--- config.mk ---
export PLATFORM = sky130hd
export DESIGN_NAME = key_repeat_event_queue_top
export DESIGN_NICKNAME = d
export VERILOG_FILES = /design/src/sv/krq_pkg.sv /design/src/sv/krq_ring.sv /design/src/sv/key_repeat_event_queue_top.sv
export SDC_FILE = /design/constraint.sdc
export NUM_CORES = 1
export LEC_CHECK = 0
export ABC_AREA = 1
export BUFFER_PORTS_ARGS = -buffer_cell sky130_fd_sc_hd__buf_2
export CORE_ASPECT_RATIO = 1.5
export CORE_MARGIN = 2
export CORE_UTILIZATION = 36
export CTS_CLUSTER_DIAMETER = 200
export DETAILED_ROUTE_END_ITERATION = 6
export HOLD_SLACK_MARGIN = 0.05
export PLACE_DENSITY = 0.5
export REMOVE_ABC_BUFFERS = 1
export SYNTH_ARGS = -nofsm -noshare
export SYNTH_HDL_FRONTEND = slang
export SYNTH_SLANG_ARGS = --single-unit
export TNS_END_PERCENT = 100
--- constraint.sdc ---
create_clock -name clk -period 5.36 [get_ports clk]
set_input_delay 0.536 -clock clk [delete_from_list [all_inputs] [get_ports clk]]
set_output_delay 0.536 -clock clk [all_outputs]
set_load 0.05 [all_outputs]
--- src/sv/krq_pkg.sv ---
// ----------------------------------------------------------------------------
// krq_pkg: shared types and constants of the key repeat event queue
// Holds the request codes, the word structs of both channels, the register
// indexes and the control structs between the top level and the ring.
// ----------------------------------------------------------------------------
package krq_pkg;

  // Request codes carried in req_type; codes 6 and 7 act as a status query
  typedef enum logic [2:0] {
    REQ_PRESS     = 3'd0,
    REQ_RELEASE   = 3'd1,
    REQ_TICK      = 3'd2,
    REQ_READ_KEY  = 3'd3,
    REQ_READ_SCAN = 3'd4,
    REQ_STATUS    = 3'd5
  } req_t;

  // Configuration register indexes
  localparam logic CFG_REPEAT_DELAY  = 1'b0;
  localparam logic CFG_REPEAT_PERIOD = 1'b1;

  localparam logic [15:0] REPEAT_DELAY_RST  = 16'd800;
  localparam logic [15:0] REPEAT_PERIOD_RST = 16'd50;

  typedef struct packed {
    logic [2:0] req_type;
    logic [7:0] key_code;
    logic [7:0] oem_code;
    logic [7:0] modifier_bits;
  } in_word_t;

  typedef struct packed {
    logic [7:0] read_data;
    logic       key_available;
    logic       scan_available;
    logic [7:0] held_scan;
    logic [7:0] held_modifiers;
    logic       key_held;
  } out_word_t;

  // Commands into the ring, at most one of them per cycle
  typedef struct packed {
    logic enq;
    logic deq;
    logic flush;
  } ring_cmd_t;

  // Ring status, all from registers
  typedef struct packed {
    logic empty;
    logic key_nz;
    logic scan_nz;
  } ring_stat_t;

endpackage

--- src/sv/krq_ring.sv ---
// ----------------------------------------------------------------------------
// krq_ring: key and scan code rings with shared pointers
// Two synchronous memories written at the slot after the write pointer and
// read at the slot after the read pointer, read data registered.
// ----------------------------------------------------------------------------
module krq_ring #(
  parameter int RING_DEPTH = 64
) (
  input  logic                   clk,
  input  logic                   rst_n,
  input  krq_pkg::ring_cmd_t     cmd,
  input  logic [7:0]             enq_key,
  input  logic [7:0]             enq_scan,
  output krq_pkg::ring_stat_t    stat,
  output logic [7:0]             rd_key,
  output logic [7:0]             rd_scan
);

  localparam int PTR_W = $clog2(RING_DEPTH);

  function automatic logic [PTR_W-1:0] ptr_inc(input logic [PTR_W-1:0] p);
    ptr_inc = (p == PTR_W'(RING_DEPTH - 1)) ? '0 : p + PTR_W'(1);
  endfunction

  logic [7:0]       key_mem  [RING_DEPTH];
  logic [7:0]       scan_mem [RING_DEPTH];
  logic [PTR_W-1:0] wptr_r;
  logic [PTR_W-1:0] rptr_r;
  logic             key_nz_r;
  logic             scan_nz_r;
  logic [7:0]       rd_key_r;
  logic [7:0]       rd_scan_r;
  logic [PTR_W-1:0] wr_slot;
  logic [PTR_W-1:0] rd_slot;
  logic             full;
  logic             empty;
  logic             do_enq;
  logic             do_deq;

  assign wr_slot = ptr_inc(wptr_r);
  assign rd_slot = ptr_inc(rptr_r);
  assign full    = (wr_slot == rptr_r);
  assign empty   = (wptr_r == rptr_r);
  assign do_enq  = cmd.enq && !full;
  assign do_deq  = cmd.deq && !empty;

  // Memories: one write and one registered read per cycle
  always_ff @(posedge clk) begin
    if (do_enq) begin
      key_mem[wr_slot]  <= enq_key;
      scan_mem[wr_slot] <= enq_scan;
    end
    if (do_deq) begin
      rd_key_r  <= key_mem[rd_slot];
      rd_scan_r <= scan_mem[rd_slot];
    end
  end

  // Pointers and the zero flags of the newest entry
  always_ff @(posedge clk) begin
    if (!rst_n) begin
      wptr_r    <= '0;
      rptr_r    <= '0;
      key_nz_r  <= 1'b0;
      scan_nz_r <= 1'b0;
    end else if (cmd.flush) begin
      wptr_r    <= '0;
      rptr_r    <= '0;
      key_nz_r  <= 1'b0;
      scan_nz_r <= 1'b0;
    end else begin
      if (do_enq) begin
        wptr_r    <= wr_slot;
        key_nz_r  <= (enq_key != 8'd0);
        scan_nz_r <= (enq_scan != 8'd0);
      end
      if (do_deq) begin
        rptr_r <= rd_slot;
      end
    end
  end

  assign stat.empty   = empty;
  assign stat.key_nz  = key_nz_r;
  assign stat.scan_nz = scan_nz_r;
  assign rd_key       = rd_key_r;
  assign rd_scan      = rd_scan_r;

  a_flush_empties: assert property (@(posedge clk) disable iff (!rst_n)
    cmd.flush |=> (wptr_r == rptr_r))
    else $error("ring not empty after flush");

  a_full_drops: assert property (@(posedge clk) disable iff (!rst_n)
    cmd.enq && full && !cmd.flush |=> $stable(wptr_r))
    else $error("write pointer moved on a full ring");

  a_empty_read_holds: assert property (@(posedge clk) disable iff (!rst_n)
    cmd.deq && empty && !cmd.flush |=> $stable(rptr_r))
    else $error("read pointer moved on an empty ring");

endmodule

--- src/sv/key_repeat_event_queue_top.sv ---
// ----------------------------------------------------------------------------
// key_repeat_event_queue_top: keyboard event queue with typematic repeat
// Takes press, release, tick, read and status requests, keeps the held key
// and its repeat timers, and queues key and scan codes in a ring memory.
// ----------------------------------------------------------------------------
//
//  channel  | direction | handshake               | word
//  ---------+-----------+-------------------------+--------------------------
//  in_      | input     | in_valid / in_ready     | in_data  (in_word_t)
//  out_     | output    | out_valid / out_ready   | out_data (out_word_t)
//  cfg_     | input     | cfg_we, no wait         | cfg_idx, cfg_wdata
//
//  One word is accepted per cycle while in_ready is high. Its result word is
//  formed in the cycle after acceptance, once the ring memory has returned
//  the read data, and lands in the output register once that is free.
//  Reset (synchronous, rst_n low) empties the ring, clears the held key and
//  the timers, and loads delay 800 ticks and period 50 ticks.
//  A stalled output register holds its word; a second word then waits in the
//  result stage and in_ready drops until the output frees.
//
module key_repeat_event_queue_top #(
  parameter int RING_DEPTH = 64
) (
  input  logic                clk,
  input  logic                rst_n,
  input  logic                in_valid,
  output logic                in_ready,
  input  krq_pkg::in_word_t   in_data,
  output logic                out_valid,
  input  logic                out_ready,
  output krq_pkg::out_word_t  out_data,
  input  logic                cfg_we,
  input  logic                cfg_idx,
  input  logic [15:0]         cfg_wdata
);

  // Configuration
  logic [15:0] delay_r;
  logic [15:0] period_r;

  // Held key and timers
  logic        held_flag_r;
  logic        held_flag_nxt;
  logic [7:0]  held_key_r;
  logic [7:0]  held_key_nxt;
  logic [7:0]  held_scan_r;
  logic [7:0]  held_scan_nxt;
  logic [7:0]  held_mod_r;
  logic [7:0]  held_mod_nxt;
  logic [15:0] held_time_r;
  logic [15:0] held_time_nxt;
  logic [15:0] period_cnt_r;
  logic [15:0] period_cnt_nxt;
  logic [15:0] period_cnt_inc;
  logic [15:0] period_eff;

  // Result stage and output register
  logic                 pend_r;
  logic                 pend_scan_r;
  logic                 pend_hit_r;
  logic                 out_valid_r;
  krq_pkg::out_word_t   out_data_r;
  krq_pkg::out_word_t   result;
  logic                 out_free;
  logic                 accept;

  // Ring interface
  krq_pkg::ring_cmd_t   cmd;
  krq_pkg::ring_stat_t  stat;
  logic [7:0]           enq_key;
  logic [7:0]           enq_scan;
  logic [7:0]           rd_key;
  logic [7:0]           rd_scan;
  logic                 is_read;
  logic                 is_scan_read;

  assign out_free = !out_valid_r || out_ready;
  assign in_ready = !pend_r || out_free;
  assign accept   = in_valid && in_ready;

  // Configuration writes
  always_ff @(posedge clk) begin
    if (!rst_n) begin
      delay_r  <= krq_pkg::REPEAT_DELAY_RST;
      period_r <= krq_pkg::REPEAT_PERIOD_RST;
    end else if (cfg_we) begin
      unique case (cfg_idx)
        krq_pkg::CFG_REPEAT_DELAY:  delay_r  <= cfg_wdata;
        krq_pkg::CFG_REPEAT_PERIOD: period_r <= cfg_wdata;
        default:                    delay_r  <= delay_r;
      endcase
    end
  end

  // A zero period behaves as one: expire on every tick
  assign period_eff     = (period_r == 16'd0) ? 16'd1 : period_r;
  assign period_cnt_inc = period_cnt_r + 16'd1;

  // Decode the request and work out the next held state
  always_comb begin
    held_flag_nxt  = held_flag_r;
    held_key_nxt   = held_key_r;
    held_scan_nxt  = held_scan_r;
    held_mod_nxt   = held_mod_r;
    held_time_nxt  = held_time_r;
    period_cnt_nxt = period_cnt_r;
    enq_key        = held_key_r;
    enq_scan       = held_scan_r;
    cmd            = '0;
    is_read        = 1'b0;
    is_scan_read   = 1'b0;
    unique case (krq_pkg::req_t'(in_data.req_type))
      krq_pkg::REQ_PRESS: begin
        // Latch the new key, restart the held time, queue its codes
        held_flag_nxt = 1'b1;
        held_key_nxt  = in_data.key_code;
        held_scan_nxt = in_data.oem_code;
        held_mod_nxt  = in_data.modifier_bits;
        held_time_nxt = 16'd0;
        enq_key       = in_data.key_code;
        enq_scan      = in_data.oem_code;
        cmd.enq       = 1'b1;
      end
      krq_pkg::REQ_RELEASE: begin
        // Flush only when a key was down
        cmd.flush     = held_flag_r;
        held_flag_nxt = 1'b0;
        held_key_nxt  = 8'd0;
        held_scan_nxt = 8'd0;
        held_mod_nxt  = 8'd0;
      end
      krq_pkg::REQ_TICK: begin
        if (held_time_r != 16'hFFFF) begin
          held_time_nxt = held_time_r + 16'd1;
        end
        if (period_cnt_inc >= period_eff) begin
          // Period expired: repeat the held codes once past the delay
          period_cnt_nxt = 16'd0;
          cmd.enq        = held_flag_r && (held_time_nxt > delay_r);
        end else begin
          period_cnt_nxt = period_cnt_inc;
        end
      end
      krq_pkg::REQ_READ_KEY: begin
        cmd.deq = 1'b1;
        is_read = 1'b1;
      end
      krq_pkg::REQ_READ_SCAN: begin
        cmd.deq      = 1'b1;
        is_read      = 1'b1;
        is_scan_read = 1'b1;
      end
      default: begin
        // Status query and unused codes: no change
        is_read = 1'b0;
      end
    endcase
    if (!accept) begin
      cmd = '0;
    end
  end

  always_ff @(posedge clk) begin
    if (!rst_n) begin
      held_flag_r  <= 1'b0;
      held_key_r   <= 8'd0;
      held_scan_r  <= 8'd0;
      held_mod_r   <= 8'd0;
      held_time_r  <= 16'd0;
      period_cnt_r <= 16'd0;
    end else if (accept) begin
      held_flag_r  <= held_flag_nxt;
      held_key_r   <= held_key_nxt;
      held_scan_r  <= held_scan_nxt;
      held_mod_r   <= held_mod_nxt;
      held_time_r  <= held_time_nxt;
      period_cnt_r <= period_cnt_nxt;
    end
  end

  krq_ring #(
    .RING_DEPTH (RING_DEPTH)
  ) u_ring (
    .clk      (clk),
    .rst_n    (rst_n),
    .cmd      (cmd),
    .enq_key  (enq_key),
    .enq_scan (enq_scan),
    .stat     (stat),
    .rd_key   (rd_key),
    .rd_scan  (rd_scan)
  );

  // Result stage: remember what the accepted word needs from the ring
  always_ff @(posedge clk) begin
    if (!rst_n) begin
      pend_r <= 1'b0;
    end else if (accept) begin
      pend_r <= 1'b1;
    end else if (out_free) begin
      pend_r <= 1'b0;
    end
  end

  always_ff @(posedge clk) begin
    if (accept) begin
      pend_scan_r <= is_scan_read;
      pend_hit_r  <= is_read && !stat.empty;
    end
  end

  // State registers already hold the state after the pending word
  always_comb begin
    result.read_data      = pend_hit_r ? (pend_scan_r ? rd_scan : rd_key) : 8'd0;
    result.key_available  = !stat.empty && stat.key_nz;
    result.scan_available = !stat.empty && stat.scan_nz;
    result.held_scan      = held_scan_r;
    result.held_modifiers = held_mod_r;
    result.key_held       = held_flag_r;
  end

  // Output register
  always_ff @(posedge clk) begin
    if (!rst_n) begin
      out_valid_r <= 1'b0;
    end else if (pend_r && out_free) begin
      out_valid_r <= 1'b1;
    end else if (out_ready) begin
      out_valid_r <= 1'b0;
    end
  end

  always_ff @(posedge clk) begin
    if (pend_r && out_free) begin
      out_data_r <= result;
    end
  end

  assign out_valid = out_valid_r;
  assign out_data  = out_data_r;

  a_accept_pends: assert property (@(posedge clk) disable iff (!rst_n)
    in_valid && in_ready |=> pend_r)
    else $error("accepted word left no pending result");

  a_stall_blocks: assert property (@(posedge clk) disable iff (!rst_n)
    pend_r && out_valid_r && !out_ready |-> !in_ready)
    else $error("input taken while the result stage is blocked");

  a_pend_loads: assert property (@(posedge clk) disable iff (!rst_n)
    pend_r && !out_valid_r |=> out_valid_r)
    else $error("pending result not loaded into a free output");

endmodule
==> flow_summary_export.csv <==
group,metric,value,unit
final_layout,area_delta_synth_final,13.0,%
clocking,cts_made_buffers,111,
final_layout,nNetsFinal,5029,
sta,tightest_slew,1.20,ns
clocking,path_clk_slew,0.07,ns
placed_design,gp_congestion,0.896,
sta,min_period_over_period,85.2,%
final_layout,multi_input_area,0.0144,mm2
clocking,cts_root_buf,"clkbuf_16",
setup_path,r2r_slack,0.79,ns
floorplanning,core_area,0.144,mm2
sta,slew_headroom,20.2,%
min_path,hp-start,"in_data[7]",
min_path,min_path_cells,3,
floorplanning,ios,78,
grt,grt_pass1_wl,240,mm
synthesis,synthCells,4908,
sta,setup_violations,0,
setup_path,start_kind,"flip-flop",
route,drtIter0Drc,3326,
route,detail_route.vias_per_cell,5.15,
synthesis,synth-seq-area-share,65.6,%
floorplanning,die_h,470,um
route,firstDrtPassIters,7,
synthesis,synth_warnings,0,
route,wl,166,mm
route,vias,35700,
min_path,hold_end,"held_mod_r[7]",
grt,antenna_found_initial,4,
floorplanning,dieArea,0.148,mm2
floorplanning,die_width,315,um
clocking,cts_buffer_depth,3,
outcome,outcome,"finished, violations left",
synthesis,ys_seq_elements,1174,
pwr,peakVddDrop,0.000238,V
setup_path,arrival,4.98,ns
outcome,violations,"design-rule violations",
sta,tns,0,ns
setup_path,timing.rr.end,"u_ring.key_mem[46][2]",
synthesis,netlist_area,0.0521,mm2
placed_design,post-dp-hpwl,99.7,mm
final_layout,num-fill-cells,13900,
grt,overflow,0,
clocking,clock_latency,0.75,ns
sta,rsz0062_at_grt,"false",
final_layout,drive_above_1_share,8.57,%
synthesis,syn_area_per_cell,10.6,um2
final_layout,fin_util,40.8,%
setup_path,cp_max_fo,16,
setup_path,crit_type,"reg2reg",
final_layout,seq_area,0.0342,mm2
sta,max_freq,0.219,GHz
sta,final_max_slew_viol_count,0,
sta,skew,0.0344,ns
setup_path,r2r_cells,22,
min_path,hp-class,"in2reg",
route,remaining_drc_errors,1,
floorplanning,initial_utilization,36.1,%
setup_path,reg2reg_from,"held_time_r[0]",
floorplanning,rows,171,
route,route.detailed.wl_per_inst,23.9,um
synthesis,synth_cell_types,38,
grt,track_usage,22.1,%
clocking,cts_tree,"done",
sta,hold_viol_final,0,
flow_run,cap_viol_max_count,0,
grt,grt_max_degree,178,
setup_path,cp-end-kind,"flip-flop",
sta,layout_min_cycle_time,4.57,ns
pwr,p_leak,22.7,nW
clocking,cts_max_level,3,
placed_design,port_buffers,77,
clocking,cts.sinks,1174,
setup_path,cp.required,5.77,ns
grt,grt_pass1_vias,35000,
pwr,p_per_area,364,mW/mm2
route,ant_nets,0,
-- Yosys cell counts, drive strengths merged --
master / instances / area (um2)
nand3: 984 / 4990
o211a: 1 / 10.0
o21ai: 52 / 260
buf: 165 / 835
nor4: 8 / 50.1
xor2: 17 / 149
edfxtp: 1069 / 32100
nor3: 9 / 45.0
o211ai: 22 / 165
a21o: 2 / 15.0
ha: 36 / 450
o21bai: 2 / 18.8
a21oi: 126 / 642
clkinv: 3 / 11.3
a41o: 1 / 10.0
nand2: 970 / 3640
a31oi: 1 / 6.26
nor2: 160 / 603
clkbuf: 133 / 499
or2: 1 / 6.26
o21a: 2 / 15.0
xnor2: 15 / 131
nand4: 20 / 150
inv: 617 / 2320
a22oi: 2 / 15.0
a21boi: 1 / 7.51
dfxtp: 105 / 2100
nand3b: 384 / 2880
-- sequential cells by signal (all words and copies together), names as in the netlist, 6 cells and up --
| signal | cells |
|---|---|
| delay_r | 16 |
| held_key_r | 8 |
| held_mod_r | 8 |
| held_scan_r | 8 |
| held_time_r | 16 |
| out_data | 27 |
| period_cnt_r | 16 |
| period_r | 16 |
| u_ring.key_mem | 512 |
| u_ring.rd_key | 8 |
| u_ring.rd_scan | 8 |
| u_ring.rptr_r | 6 |
| u_ring.scan_mem | 512 |
| u_ring.wptr_r | 6 |
-- worst max path at each step --
stage                startpoint                endpoint  slack [ns]  cells past startpoint
2_1_floorplan  u_ring.rptr_r[1]        u_ring.rd_key[1]      -19.72                     13
3_3_place_gp     held_time_r[0]  u_ring.scan_mem[46][0]        0.67                     22
3_5_place_dp     held_time_r[0]  u_ring.scan_mem[46][0]        0.77                     22
4_1_cts          held_time_r[0]   u_ring.key_mem[46][2]        0.74                     22
5_1_grt          held_time_r[1]  u_ring.scan_mem[46][1]        0.43                     22
6_report         held_time_r[0]   u_ring.key_mem[46][2]        0.79                     22
-- layout by cell type, fill, tap and decap left out, types with 19 or more instances in the layout --
master,Yosys,layout
nand3_1,977,976
buf_4,26,106
o21ai_0,52,52
nand3b_1,384,384
edfxtp_1,1069,1069
buf_12,0,26
buf_2,76,77
nand2_1,970,968
ha_1,36,35
clkinv_1,3,28
o211ai_1,22,22
clkbuf_16,0,113
a21oi_1,125,124
dfxtp_1,105,105
nor2_1,159,151
inv_2,5,19
clkinv_2,0,23
inv_1,612,591
-- what timing repair did --
action / CTS / global route
setup buffers: 0 / 0
hold buffers: 12 / 0
hold endpoints to repair: 14 / 0
gates resized for setup: 0 / 0
-- per-stage QoR --
step	hold slack, ns	cell area, um2	cells	setup WS, ns	total power [W]
after CTS	0.0501	58900	6942	0.737	0.0216
after detailed placement	0.415	55000	6722	0.773	0.0133
after global routing	0.0920	58900	6944	0.428	0.0221
after floorplan	0.409	50800	4610	-19.72	0.0121
final	0.0824	58900	6945	0.792	0.0215
after global placement	0.411	55000	6722	0.666	0.0133
-- metal layers --
layer | wire length, um | part of all wire, % | track usage [%] | vias up
li1 | - | - | - | 16800
met1 | 64700 | 39 | 26.5 | 17500
met2 | 84800 | 51 | 39.1 | 1038
met3 | 8080 | 4.9 | 2.88 | 322
met4 | 8370 | 5.0 | 10.3 | 0
met5 | 0 | 0 | 0 | -
-- power breakdown --
group	internal, W	switching, W
clock	0.00468	0.00360
combinational	0.000744	0.00236
sequential	0.0100	0.0000373
-- layout make-up --
class                      instances  share of cell area [%]
antenna                            3                  0.0127
clock buffer                     131                    4.97
clock inverter                    77                    1.44
inverter                         620                    3.99
multi-input combinational       2816                    24.4
sequential                      1174                    58.1
tap                             1903                    4.04
timing repair buffer             221                    3.09
-- critical path, cell delays in order, from the launching register on --
cell	delay, ns
dfxtp_1	0.39
ha_1	0.24
nand3_1	0.12
or2_2	0.33
nor2_1	0.23
inv_1	0.24
nor2_1	0.14
nor2_1	0.07
ha_1	0.29
inv_1	0.04
o21bai_1	0.11
nand2_1	0.06
nand2_1	0.06
nand2_1	0.05
nand2_1	0.05
nand2_1	0.04
nand2_1	0.06
nand3_1	0.07
nand2_1	0.48
buf_4	0.24
nand3_4	0.27
nor2_1	0.33
buf_4	0.30
-- cell families (layout without fill, tap and decap cells) --
kind of cell	after synthesis	in the layout	share of synthesized area, %
compound gates	212	212	2.23
buf+inv	918	1049	7.02
flops	1174	1174	65.6
fa+ha+maj	36	36	0.864
simple gates	2536	2536	23.7
other cells	0	3	0
xor+xnor	32	32	0.538
Power figures use the tool's default switching activity.
